===== src/hw/rtl/box_overlap_iou_engine_assert.svh =====
// Assertion macros for the box overlap IoU engine.
`ifndef BOX_OVERLAP_IOU_ENGINE_ASSERT_SVH
`define BOX_OVERLAP_IOU_ENGINE_ASSERT_SVH
// implication checked every clock outside reset
`define BOI_ASSERT_IMP(label, clk, rst_n, ante, cons) \
	label: assert property (@(posedge clk) disable iff (!rst_n) (ante) |-> (cons)) \
		else $error("assertion failed");
// next-cycle implication
`define BOI_ASSERT_NEXT(label, clk, rst_n, ante, cons) \
	label: assert property (@(posedge clk) disable iff (!rst_n) (ante) |=> (cons)) \
		else $error("assertion failed");
`endif


===== src/hw/rtl/boi_pkg.sv =====
// Package: types and constants of the box overlap IoU engine.
`timescale 1ns / 1ps
package boi_pkg;
	localparam int TABLE_DEPTH = 32;
	localparam int COORD_BITS  = 12;
	localparam int RATIO_BITS  = 16;
	localparam int IDX_BITS    = $clog2(TABLE_DEPTH);
	localparam int CNT_BITS    = $clog2(TABLE_DEPTH + 1);
	localparam int AREA_BITS   = 2 * (COORD_BITS + 1);
	localparam int QUOT_BITS   = RATIO_BITS + 1;

	typedef enum logic [1:0] {
		CMD_LOAD = 2'd0,
		CMD_PAIR = 2'd1,
		CMD_SCAN = 2'd2,
		CMD_BEST = 2'd3
	} cmd_t;

	typedef struct packed {
		logic [1:0]  command;
		logic [4:0]  table_index;
		logic [11:0] query_left;
		logic [11:0] query_top;
		logic [11:0] query_right;
		logic [11:0] query_bottom;
		logic [11:0] other_left;
		logic [11:0] other_top;
		logic [11:0] other_right;
		logic [11:0] other_bottom;
	} req_t;

	typedef struct packed {
		logic [15:0] overlap_ratio;
		logic [4:0]  entry_number;
		logic [5:0]  best_entry;
		logic        last_of_run;
	} res_t;

	typedef struct packed {
		logic [COORD_BITS-1:0] left;
		logic [COORD_BITS-1:0] top;
		logic [COORD_BITS-1:0] right;
		logic [COORD_BITS-1:0] bottom;
	} box_t;

	// one job handed from front to back
	typedef struct packed {
		cmd_t                command;
		logic [IDX_BITS-1:0] index;
		box_t                query;
		box_t                other;
		logic [CNT_BITS-1:0] count;
	} job_t;
endpackage


===== src/hw/rtl/boi_front.sv =====
// Front end: takes requests and queues them for the back end.
`timescale 1ns / 1ps
module boi_front import boi_pkg::*; (
	input  logic       clk,
	input  logic       arst_n,
	input  logic       start,
	input  req_t       request,
	output logic       busy,
	input  logic       cfg_we,
	input  logic [5:0] cfg_wdata,
	output logic       job_valid,
	output job_t       job,
	input  logic       job_pop
);
	logic [5:0] entries_q;
	// two-entry queue
	job_t       fifo_q [2];
	logic       wp_q, rp_q;
	logic [1:0] cnt_q;
	logic       accept, push;
	job_t       nj;
	logic [CNT_BITS-1:0] n_eff;

	assign busy   = (cnt_q == 2'd2);
	assign accept = start && !busy;
	assign n_eff  = (entries_q > 6'(TABLE_DEPTH)) ? CNT_BITS'(TABLE_DEPTH)
		: CNT_BITS'(entries_q);
	// loads go through the queue too so they stay in order with IoU jobs
	assign push   = accept && ((cmd_t'(request.command) != CMD_LOAD)
		|| (32'(request.table_index) < TABLE_DEPTH));

	always_comb begin
		nj.command = cmd_t'(request.command);
		nj.index   = IDX_BITS'(request.table_index);
		nj.query   = '{request.query_left, request.query_top,
			request.query_right, request.query_bottom};
		nj.other   = '{request.other_left, request.other_top,
			request.other_right, request.other_bottom};
		nj.count   = n_eff;
	end

	always_ff @(posedge clk or negedge arst_n) begin
		if (!arst_n) begin
			entries_q <= '0;
		end else if (cfg_we) begin
			entries_q <= cfg_wdata;
		end
	end

	always_ff @(posedge clk) begin
		if (push) fifo_q[wp_q] <= nj;
	end

	always_ff @(posedge clk or negedge arst_n) begin
		if (!arst_n) begin
			wp_q  <= 1'b0;
			rp_q  <= 1'b0;
			cnt_q <= '0;
		end else begin
			if (push) wp_q <= ~wp_q;
			if (job_pop) rp_q <= ~rp_q;
			cnt_q <= cnt_q + 2'(push) - 2'(job_pop);
		end
	end

	assign job_valid = (cnt_q != 2'd0);
	assign job       = fifo_q[rp_q];
endmodule


===== src/hw/rtl/boi_divider.sv =====
// Restoring divider: one quotient bit per cycle.
`timescale 1ns / 1ps
module boi_divider import boi_pkg::*; (
	input  logic                 clk,
	input  logic                 arst_n,
	input  logic                 go,
	input  logic [AREA_BITS-1:0] numer,
	input  logic [AREA_BITS-1:0] denom,
	output logic                 done,
	output logic [QUOT_BITS-1:0] quot
);
	localparam int STEP_BITS = $clog2(QUOT_BITS + 1);
	logic [AREA_BITS:0]     rem_q;
	logic [AREA_BITS-1:0]   den_q;
	logic [QUOT_BITS-1:0]   quot_q;
	logic [STEP_BITS-1:0]   step_q;
	logic                   run_q;
	logic [AREA_BITS+1:0]   trial;

	// numer <= denom, so the remainder stays below 2*denom
	assign trial = {1'b0, rem_q} - {2'b0, den_q};

	always_ff @(posedge clk or negedge arst_n) begin
		if (!arst_n) begin
			run_q  <= 1'b0;
			step_q <= '0;
			done   <= 1'b0;
		end else begin
			done <= 1'b0;
			if (go) begin
				run_q  <= 1'b1;
				step_q <= STEP_BITS'(QUOT_BITS);
			end else if (run_q) begin
				step_q <= step_q - 1'b1;
				if (step_q == STEP_BITS'(1)) begin
					run_q <= 1'b0;
					done  <= 1'b1;
				end
			end
		end
	end

	always_ff @(posedge clk) begin
		if (go) begin
			// first step has bit weight 2^RATIO_BITS
			rem_q  <= {1'b0, numer};
			den_q  <= denom;
			quot_q <= '0;
		end else if (run_q) begin
			if (!trial[AREA_BITS+1]) begin
				rem_q  <= {trial[AREA_BITS-1:0], 1'b0};
				quot_q <= {quot_q[QUOT_BITS-2:0], 1'b1};
			end else begin
				rem_q  <= {rem_q[AREA_BITS-1:0], 1'b0};
				quot_q <= {quot_q[QUOT_BITS-2:0], 1'b0};
			end
		end
	end

	assign quot = quot_q;
endmodule


===== src/hw/rtl/boi_back.sv =====
// Back end: stores loaded boxes, walks the reference table, computes IoU, emits results.
`timescale 1ns / 1ps
`include "box_overlap_iou_engine_assert.svh"
module boi_back import boi_pkg::*; (
	input  logic                clk,
	input  logic                arst_n,
	input  logic                job_valid,
	input  job_t                job,
	output logic                job_pop,
	output logic                done,
	output res_t                result
);
	typedef enum logic [5:0] {
		ST_IDLE  = 6'b000001,
		ST_READ  = 6'b000010,
		ST_GEOM  = 6'b000100,
		ST_AREA  = 6'b001000,
		ST_DIV   = 6'b010000,
		ST_EMIT  = 6'b100000
	} state_t;

	localparam int SPAN = COORD_BITS + 1;

	box_t mem [TABLE_DEPTH];
	box_t rd_q;
	state_t state_q;
	job_t   job_q;
	logic [CNT_BITS-1:0] idx_q;
	logic [QUOT_BITS-1:0] best_r_q;
	logic [CNT_BITS-1:0]  best_i_q;
	box_t a, b;
	logic zero_s2;
	logic [SPAN-1:0] cols_s2, rows_s2, wa_s2, ha_s2, wb_s2, hb_s2;
	logic [AREA_BITS-1:0] inter_s3, uni_s3;
	logic zero_s3;
	logic [AREA_BITS+1:0] usum;
	logic div_go, div_done;
	logic go_q;
	logic [QUOT_BITS-1:0] quot;
	logic [RATIO_BITS-1:0] ratio;
	logic [QUOT_BITS-1:0] q_eff;
	logic is_last;

	always_ff @(posedge clk) begin
		if (state_q == ST_IDLE && job_valid && job.command == CMD_LOAD)
			mem[job.index] <= job.query;
		rd_q <= mem[idx_q[IDX_BITS-1:0]];
	end

	assign a = job_q.query;
	assign b = (job_q.command == CMD_PAIR) ? job_q.other : rd_q;

	always_ff @(posedge clk) begin
		if (state_q == ST_GEOM) begin
			zero_s2 <= (a.right < a.left) || (a.bottom < a.top)
				|| (b.right < b.left) || (b.bottom < b.top)
				|| (a.left > b.right) || (a.top > b.bottom)
				|| (a.right < b.left) || (a.bottom < b.top);
			cols_s2 <= SPAN'(((a.right < b.right) ? a.right : b.right)
				- ((a.left > b.left) ? a.left : b.left)) + 1'b1;
			rows_s2 <= SPAN'(((a.bottom < b.bottom) ? a.bottom : b.bottom)
				- ((a.top > b.top) ? a.top : b.top)) + 1'b1;
			wa_s2 <= SPAN'(a.right - a.left) + 1'b1;
			ha_s2 <= SPAN'(a.bottom - a.top) + 1'b1;
			wb_s2 <= SPAN'(b.right - b.left) + 1'b1;
			hb_s2 <= SPAN'(b.bottom - b.top) + 1'b1;
		end
	end

	assign usum = AREA_BITS'(wa_s2 * ha_s2) + AREA_BITS'(wb_s2 * hb_s2)
		- AREA_BITS'(cols_s2 * rows_s2);

	always_ff @(posedge clk) begin
		if (state_q == ST_AREA) begin
			inter_s3 <= zero_s2 ? '0 : AREA_BITS'(cols_s2 * rows_s2);
			uni_s3   <= AREA_BITS'(usum);
			zero_s3  <= zero_s2 || (usum == '0);
		end
	end

	assign div_go = (state_q == ST_AREA);

	// start the divider once the area registers hold this entry
	always_ff @(posedge clk or negedge arst_n) begin
		if (!arst_n) go_q <= 1'b0;
		else go_q <= div_go;
	end

	boi_divider u_div (
		.clk(clk), .arst_n(arst_n), .go(go_q),
		.numer(inter_s3), .denom(uni_s3), .done(div_done), .quot(quot)
	);

	assign q_eff = zero_s3 ? '0 : quot;
	assign ratio = q_eff[QUOT_BITS-1] ? '1 : q_eff[RATIO_BITS-1:0];
	assign is_last = (idx_q + 1'b1 == job_q.count);

	always_ff @(posedge clk or negedge arst_n) begin
		if (!arst_n) begin
			state_q  <= ST_IDLE;
			idx_q    <= '0;
			done     <= 1'b0;
			best_r_q <= '0;
			best_i_q <= '0;
		end else begin
			done <= 1'b0;
			unique case (state_q)
				ST_IDLE: begin
					if (job_valid) begin
						idx_q    <= '0;
						best_r_q <= '0;
						best_i_q <= '0;
						if (job.command == CMD_PAIR
							|| (job.command != CMD_LOAD && job.count != '0)) begin
							state_q <= ST_READ;
						end else if (job.command == CMD_BEST) begin
							done    <= 1'b1;
						end
					end
				end
				ST_READ: state_q <= ST_GEOM;
				ST_GEOM: state_q <= ST_AREA;
				ST_AREA: state_q <= ST_DIV;
				ST_DIV: begin
					if (div_done) state_q <= ST_EMIT;
				end
				ST_EMIT: begin
					if (job_q.command == CMD_PAIR) begin
						done    <= 1'b1;
						state_q <= ST_IDLE;
					end else begin
						if (job_q.command == CMD_SCAN) done <= 1'b1;
						if (QUOT_BITS'(ratio) > best_r_q) begin
							best_r_q <= QUOT_BITS'(ratio);
							best_i_q <= idx_q + 1'b1;
						end
						if (is_last) begin
							if (job_q.command == CMD_BEST) done <= 1'b1;
							state_q <= ST_IDLE;
						end else begin
							idx_q   <= idx_q + 1'b1;
							state_q <= ST_READ;
						end
					end
				end
				default: state_q <= ST_IDLE;
			endcase
		end
	end

	always_ff @(posedge clk) begin
		if (state_q == ST_IDLE && job_valid) job_q <= job;
		if (state_q == ST_IDLE) begin
			result <= '{16'd0, 5'd0, 6'd0, 1'b1};
		end else if (state_q == ST_EMIT) begin
			if (job_q.command == CMD_BEST) begin
				if (QUOT_BITS'(ratio) > best_r_q) begin
					result <= '{16'(ratio), 5'd0, 6'(idx_q + 1'b1), 1'b1};
				end else begin
					result <= '{16'(best_r_q), 5'd0, 6'(best_i_q), 1'b1};
				end
			end else if (job_q.command == CMD_SCAN) begin
				result <= '{16'(ratio), 5'(idx_q), 6'd0, is_last};
			end else begin
				result <= '{16'(ratio), 5'd0, 6'd0, 1'b1};
			end
		end
	end

	assign job_pop = (state_q == ST_IDLE) && job_valid;

	`BOI_ASSERT_NEXT(a_div_wait, clk, arst_n, state_q == ST_AREA, state_q == ST_DIV)
	`BOI_ASSERT_IMP(a_pop_idle, clk, arst_n, job_pop, state_q == ST_IDLE)
	`BOI_ASSERT_IMP(a_idx_range, clk, arst_n, state_q == ST_EMIT && job_q.command != CMD_PAIR,
		idx_q < job_q.count)
	`BOI_ASSERT_NEXT(a_load_quiet, clk, arst_n, job_pop && job.command == CMD_LOAD, !done)
endmodule


===== src/hw/rtl/box_overlap_iou_engine.sv =====
// Top level of the box overlap IoU engine.
`timescale 1ns / 1ps
// Box overlap IoU engine.
// Requests: start with request (packed struct) is taken when busy is low.
// Commands: load a reference box, IoU of a box pair, scan the query box
// against entries 0..entries_in_use-1, or best match over those entries.
// Config: cfg_we writes cfg_wdata into entries_in_use (values above the
// table depth count as the depth).
// Results: done pulses for one cycle with result; it cannot be stalled.
// Front end queues up to two requests, loads included, so table writes
// keep request order; busy is high while both slots are taken.
// The back end takes a queued request when it is idle. Each IoU then
// steps through table read, geometry, area multiplies, the restoring
// divider (load, 17 quotient bits, done) and the result state.
// Pair: one result; the back end starts the next request once it is out.
// Scan: one result per entry in use, in entry order; best match gives
// its one result after the last entry in use.
// A load writes the table from the idle back end and gives no result.
// Reset clears the queue, the sequencer and entries_in_use; table contents
// are undefined until loaded.
module box_overlap_iou_engine import boi_pkg::*; (
	input  logic       clk,
	input  logic       arst_n,
	input  logic       start,
	input  req_t       request,
	output logic       busy,
	input  logic       cfg_we,
	input  logic [5:0] cfg_wdata,
	output logic       done,
	output res_t       result
);
	logic job_valid, job_pop;
	job_t job;

	boi_front u_front (
		.clk(clk), .arst_n(arst_n), .start(start), .request(request), .busy(busy),
		.cfg_we(cfg_we), .cfg_wdata(cfg_wdata), .job_valid(job_valid),
		.job(job), .job_pop(job_pop)
	);

	boi_back u_back (
		.clk(clk), .arst_n(arst_n), .job_valid(job_valid), .job(job), .job_pop(job_pop),
		.done(done), .result(result)
	);
endmodule

===== config.mk =====
export PLATFORM = sky130hd
export DESIGN_NAME = box_overlap_iou_engine
export DESIGN_NICKNAME = d
export VERILOG_FILES = /design/src/hw/rtl/boi_pkg.sv /design/src/hw/rtl/boi_front.sv /design/src/hw/rtl/boi_divider.sv /design/src/hw/rtl/boi_back.sv /design/src/hw/rtl/box_overlap_iou_engine.sv
export VERILOG_INCLUDE_DIRS = /design/src /design/src/hw/rtl
export SDC_FILE = /design/constraint.sdc
export NUM_CORES = 2
export LEC_CHECK = 0
export BUFFER_PORTS_ARGS = -buffer_cell sky130_fd_sc_hd__buf_4
export CAP_MARGIN = 20
export CORE_ASPECT_RATIO = 1.2
export CORE_UTILIZATION = 50
export CTS_CLUSTER_DIAMETER = 120
export DETAILED_ROUTE_END_ITERATION = 10
export PLACE_DENSITY_LB_ADDON = 0.1
export SLEW_MARGIN = 20
export SYNTH_ARGS = -nofsm -noshare
export SYNTH_HDL_FRONTEND = slang
export SYNTH_SLANG_ARGS = --single-unit

===== constraint.sdc =====
create_clock -name clk -period 15.4 [get_ports clk]
set_clock_uncertainty 0.15 [all_clocks]
set_input_delay 0.77 -clock clk [delete_from_list [all_inputs] [get_ports clk]]
set_output_delay 0.77 -clock clk [all_outputs]
set_load 0.05 [all_outputs]

Word level (Yosys, flattened, before mapping)
Memory sizes are Yosys's and may differ from the RTL's. A register that Yosys moved wholly into a read port is not among the register bits.
Index checks and enable logic that the tools add are counted.
Widths: inputs -> output; s select.
- bitwise gates (word level): 2
- shifts and indexed selects: 0
- mux-type cells: 52
- multiply operators: 3
- $add $sub $neg: 19
- div/mod/pow operators: 0
- order comparisons: 14
- reductions and logical operators: 24
- eq/ne operators: 20
- operators with widths (kind ; count):
    $lt 12x12->1 ; 8
    $add 13x1->13 const B ; 6
    $mul 13x13->26 ; 3
    $mux 17 ; 4
    $mux 12 ; 5
    $mux 6 ; 10
    $mux 28 ; 2
    $mux 26 ; 2
    $sub 12x12->13 ; 4
    $gt 12x12->1 ; 4
    $mux 48 ; 1
    $pmux 6 s6 ; 1
    $pmux 17 s2 ; 1
    $logic_not 28->1 ; 1
    $sub 27x26->28 ; 1
    $sub 28x26->28 ; 1
    $add 26x26->27 ; 1
    $mux 27 ; 1
    $sub 13x13->13 ; 2
    $pmux 6 s2 ; 2
    $mux 1 ; 18
    $gt 16x17->1 ; 1
    $mux 16 ; 1
    $mux 5 ; 2
    other kinds (28) ; 52
- bits in latches: 0
- register bits after elaboration: 388
- output and inout bits: 30
- memories: 2
- ROM bits: 0
- memory bits (writable): 1754
- logic and storage cells: 177
- memories (name ; depth ; width ; rd ports ; clocked after memory_dff ; write ports ; line ; RTL):
    u_back.mem ; 32 ; 48 ; 1 ; 1 ; 1 ; boi_back.sv:24 ; box_t mem [TABLE_DEPTH];
    u_front.fifo_q ; 2 ; 109 ; 1 ; 0 ; 1 ; boi_front.sv:17 ; job_t fifo_q [2];

Longest topological paths before layout
- depth in word-level cells: 9
- gate-level depth with buffers: 35
- gate-level depth less buffers: 33

By module
From an unflattened synthesis, not the netlist that was laid out.
- cells, all modules: 6644
- area, all modules: 107654.5 µm²
- by module, submodules not included (module ; instances ; area each (µm²) ; cells an instance ; seq. area each (µm²)):
    boi_back ; 1 ; 94852.2 ; 5852 ; 55634.6
    boi_front ; 1 ; 8354.3 ; 375 ; 6796.5
    boi_divider ; 1 ; 4448.0 ; 417 ; 2097.0

Least setup slack after synthesis
OpenSTA, ideal clock, no wires.
- path type: register to register
- start: register u_back.wa_s2[9]
- end: register u_back.zero_s3 (data pin)
- buffers on the path: 1
- slack: 7.269 ns
- cell stages (with the launch flop): 30
- data arrival time: 7.725 ns
- data required time: 14.994 ns
- path through: edfxtp_1 -> clkbuf_1 -> and2_1 -> fa_1 -> fa_1 -> inv_1 -> fa_1 -> inv_1 -> fa_1 -> fa_1 -> fa_1 -> inv_1 -> fa_1 -> inv_1 -> ha_1 -> a21o_1 -> a21o_1 -> a21oi_1 -> nor2b_1 -> a21oi_1 -> o41a_1 -> a21o_1 -> a41o_1 -> o41ai_1 -> xnor2_1 -> ha_1 -> a211o_1 -> o221ai_1 -> mux2i_1 -> a41o_1
- longest elaborated chain between the ends: 5
- ends and longest elaborated chain (element ; line ; RTL):
    from (decl) ; boi_back.sv:33 ; logic [SPAN-1:0] cols_s2, rows_s2, wa_s2, ha_s2, wb_s2, hb_s2;
    from (signal assigned) ; boi_back.sv:63 ; wa_s2 <= SPAN'(a.right - a.left) + 1'b1;
    $mul 13x13->26 ; boi_back.sv:70 ; assign usum = AREA_BITS'(wa_s2 * ha_s2) + AREA_BITS'(wb_s2 * hb_s2)
    $add 26x26->27 ; boi_back.sv:70 ;
    $sub 28x26->28 ; boi_back.sv:71 ; - AREA_BITS'(cols_s2 * rows_s2);
    $logic_not 28->1 ; boi_back.sv:77 ; zero_s3 <= zero_s2 || (usum == '0);
    $logic_or 1x1->1 ; boi_back.sv:77 ;
    to (signal assigned) ; boi_back.sv:77 ;
    to (decl) ; boi_back.sv:35 ; logic zero_s3;
Every way passes these cells.
A chain may end at the register's enable or synchronous reset.

Worst setup path after layout
- start: register u_back.ha_s2[2]
- end: register u_back.zero_s3 (data pin)
- longest elaborated chain between the ends: 5
- ends and longest elaborated chain (element ; line ; RTL):
    from (decl) ; boi_back.sv:33 ;
    from (signal assigned) ; boi_back.sv:64 ; ha_s2 <= SPAN'(a.bottom - a.top) + 1'b1;
    $mul 13x13->26 ; boi_back.sv:70 ;
    $add 26x26->27 ; boi_back.sv:70 ;
    $sub 28x26->28 ; boi_back.sv:71 ;
    named net u_back.usum[23] ; boi_back.sv:36 ; logic [AREA_BITS+1:0] usum;
    $logic_not 28->1 ; boi_back.sv:77 ;
    $logic_or 1x1->1 ; boi_back.sv:77 ;
The timed path passes the listed nets, and every way through them passes these cells.

==> results.sh <==
export IMPL_required_ns=15.85
export IMPL_cp_top_family="adder cells"
export IMPL_finalHoldViolCount=0
export IMPL_track_usage=0.260
export IMPL_drc=0
export IMPL_clock_fmax_mhz=111
export IMPL_post_drt_wl_per_cell_um=28.0
export IMPL_critPathCaptureType="register"
export IMPL_cts_setup_buffers=0
export IMPL_cpPeakStageDelay_ns=0.57
export IMPL_synthMuxAreaShare=0.131
export IMPL_initialDrtViolationCount=4626
export IMPL_nFillCells=16700
export IMPL_run_status="finished clean"
export IMPL_setup_viol=0
export IMPL_antenna_found_initial=18
export IMPL_layout_nets=8054
export IMPL_synth_top_family_by_area="adder cells"
export IMPL_synth_area_top_cells="edfxtp_1 57%, mux4_2 10%, fa_1 8.1%"
export IMPL_synthSimpleGateAreaFrac=0.0491
export IMPL_layout_drive_gt1_share=0.183
export IMPL_synth_nets=7767
export IMPL_synth_xor_area_frac=0.0131
export IMPL_dp_slack_ns=6.41
export IMPL_die_w_um=426
export IMPL_path_common_cell="fa_1"
export IMPL_netlist_instances=6706
export IMPL_syn_area_sq_mm=0.108
export IMPL_dpl_hpwl_um=184000
export IMPL_synth_compound_area_frac=0.0341
export IMPL_synth_top_cells_by_count="2042 x edfxtp_1, 735 x inv_1, 512 x ha_1"
export IMPL_synth_edf_count=2042
export IMPL_cts_buffers=210
export IMPL_htree_levels=4
export IMPL_critical_path_class="register to register"
export IMPL_critical_path_buf_inv_count=4
export IMPL_vias=57900
export IMPL_slowest_stage="edfxtp_1"
export IMPL_grtUsageMet3=0.0314
export IMPL_cts_tree="done"
export IMPL_via_per_inst=5.79
export IMPL_die_area_sq_mm=0.218
export IMPL_areaGrowthSynthToFinish_pct=11.7
export IMPL_antenna_left=0
export IMPL_busiest_layer="met2"
export IMPL_start_util=0.504
export IMPL_clock_tree_buffer_depth=3
export IMPL_synth_ff_type="edfxtp_1"
export IMPL_hp_class="input pin to register"
export IMPL_wirelength_um=280000
export IMPL_start_kind="register"
export IMPL_relSlewSlack=0.225
export IMPL_worst_skew_pair_late_latency_ns=0.86
export IMPL_cap_violations=0
export IMPL_ios=143
export IMPL_synth_top_cell_by_area="edfxtp_1"
export IMPL_grt_pass1_vias=61200
export IMPL_met1_usage=0.319
export IMPL_synth_most_common_cell="edfxtp_1"
export IMPL_syn_mean_instance_area_sq_um=16.1
export IMPL_portBuffers=142
export IMPL_fin_crit_sh=0.583
export IMPL_yosysUniqueCellTypes=86
export IMPL_cts_root_buf="clkbuf_16"
export IMPL_gp_congestion=0.917
export IMPL_slew_viol_final=0
export IMPL_period_needed_ns=8.98
export IMPL_dieHeight_um=511
export IMPL_grt_overflow=0
export IMPL_globalRouteMet2Util=0.461
export IMPL_clock_sinks=2189
export IMPL_grt_pass1_wl_um=408000
export IMPL_yosysWarningCount=0
export IMPL_synth_seq_cells=2189
export IMPL_grt_max_degree=128
export IMPL_tightest_slew_ns=1.16
export IMPL_rsz0062_at_grt="false"
export IMPL_num_rows=186
export IMPL_synthArstFlopShare=0.0242
export IMPL_core_area_sq_mm=0.214
export IMPL_finalSetupTns_ns=0
export IMPL_arrival_ns=9.44
export IMPL_clk_pin_slew_ns=0.07
export IMPL_path_max_fanout=13
export IMPL_synth_adder_area_share=0.140
export IMPL_yosysSeqAreaShare=0.598
export IMPL_drt_first_pass_iters=5
export IMPL_layout_setup_ws_ns=6.42
export IMPL_synth_top_area_share=0.568
## worst reg2reg max path, delay by kind of cell (launching register included)
family          cells  cell delay (ns)
flops               1             0.57
simple gates        5             0.96
buf+inv             4             0.21
xor+xnor            1             0.17
compound gates     10             2.44
fa+ha+maj           9             4.24
## final cells by class
class,instances,area [sq um],share of cell area
antenna,10,25.0,0.000207
clock buffer,273,5760,0.0478
clock inverter,117,1200,0.00991
inverter,736,2770,0.0229
multi-input combinational,3518,39900,0.331
sequential,2189,64600,0.535
tap,2820,3530,0.0292
timing repair buffer,338,2880,0.0238
## cells in the final DEF (no fill, tap or decap), drive strengths merged, types with 12 or more instances in the layout
cell            n
a21boi         12
and2          279
mux4          480
fa            436
bufinv         19
o21a           36
nor2b          33
clkinv         78
nand3          43
clkinvlp       13
a31oi          22
nand4          21
dfxtp          94
nor3           39
ha            512
a21oi         121
nor2          206
o311ai         14
a21o           67
clkbuf        273
xnor2         103
dlygate4sd3   110
nand3b         20
a211oi         12
buf           228
nand2b         29
xor2           58
o31ai          25
o21ai         128
dfrtp          52
o21bai         27
edfxtp       2042
nand2         354
inv           743
mux2i          83
mux2          222
## metrics by stage
step / utilization / std cells / hold slack (ns) / area [sq um]
finish: 0.563 / 10000 / 0.0955 / 121000
global route: 0.563 / 9996 / 0.0399 / 121000
CTS: 0.563 / 9991 / 0.0190 / 121000
detailed placement: 0.525 / 9491 / 0.255 / 113000
global placement: 0.525 / 9491 / 0.255 / 113000
floorplan: - / 6706 / 0.250 / 108000
## what timing repair did
action	CTS	global route
endpoints found under the hold margin	264	0
gates resized for setup	0	0
hold buffers	110	0
setup endpoints to repair	0	0
## path summary, 6_finish.rpt
kind / cells past startpoint / end / startpoint / slack (ns)
worst max-delay path: 29 / u_back.zero_s3$_DFFE_PP_ / u_back.ha_s2[2]$_DFFE_PP_ / 6.42
worst min-delay path: 2 / u_front.entries_q[0]$_DFFE_PN0P_ / cfg_we / 0.1
worst max register to register: 29 / u_back.zero_s3$_DFFE_PP_ / u_back.ha_s2[2]$_DFFE_PP_ / 6.42
worst min register to register: 0 / u_back.u_div.den_q[11]$_DFFE_PP_ / u_back.uni_s3[11]$_DFFE_PP_ / 0.26
max in group asynchronous: 2 / u_back.idx_q[0]$_DFFE_PN0P_ / arst_n / 14.13
min in group asynchronous: 2 / u_back.best_i_q[4]$_DFFE_PN0P_ / arst_n / 0.39
## registers in the layout, summed over array words and instances (netlist names), 16 cells and up
signal / cells
u_back.a: 48
u_back.u_div.rem_q: 27
u_back.u_div.den_q: 26
u_back.rd_q: 48
u_back.result: 28
u_front.fifo_q: 218
u_back.uni_s3: 26
u_back.inter_s3: 26
u_back.job_q: 56
u_back.u_div.quot: 17
u_back.best_r_q: 16
u_back.mem: 1536
## routing by layer
layer	routed length, um	part of all wire
met1	107000	0.38
met3	12800	0.046
met2	147000	0.53
met5	13	0.000046
met4	13100	0.047
## cells by family (layout without fill, tap and decap cells)
logic type	after synthesis	count (layout)
xor gates and xnor gates	161	161
AOI/OAI and AO/OA	549	549
adders and majority gates	948	948
muxes	785	785
and+or+nand+nor	1075	1075
buffers and inverters	999	1464
DFF	2189	2189
other	0	10
Power is not shown: default switching activity piles up to over one toggle a cycle in this logic, so the estimate is an artifact.
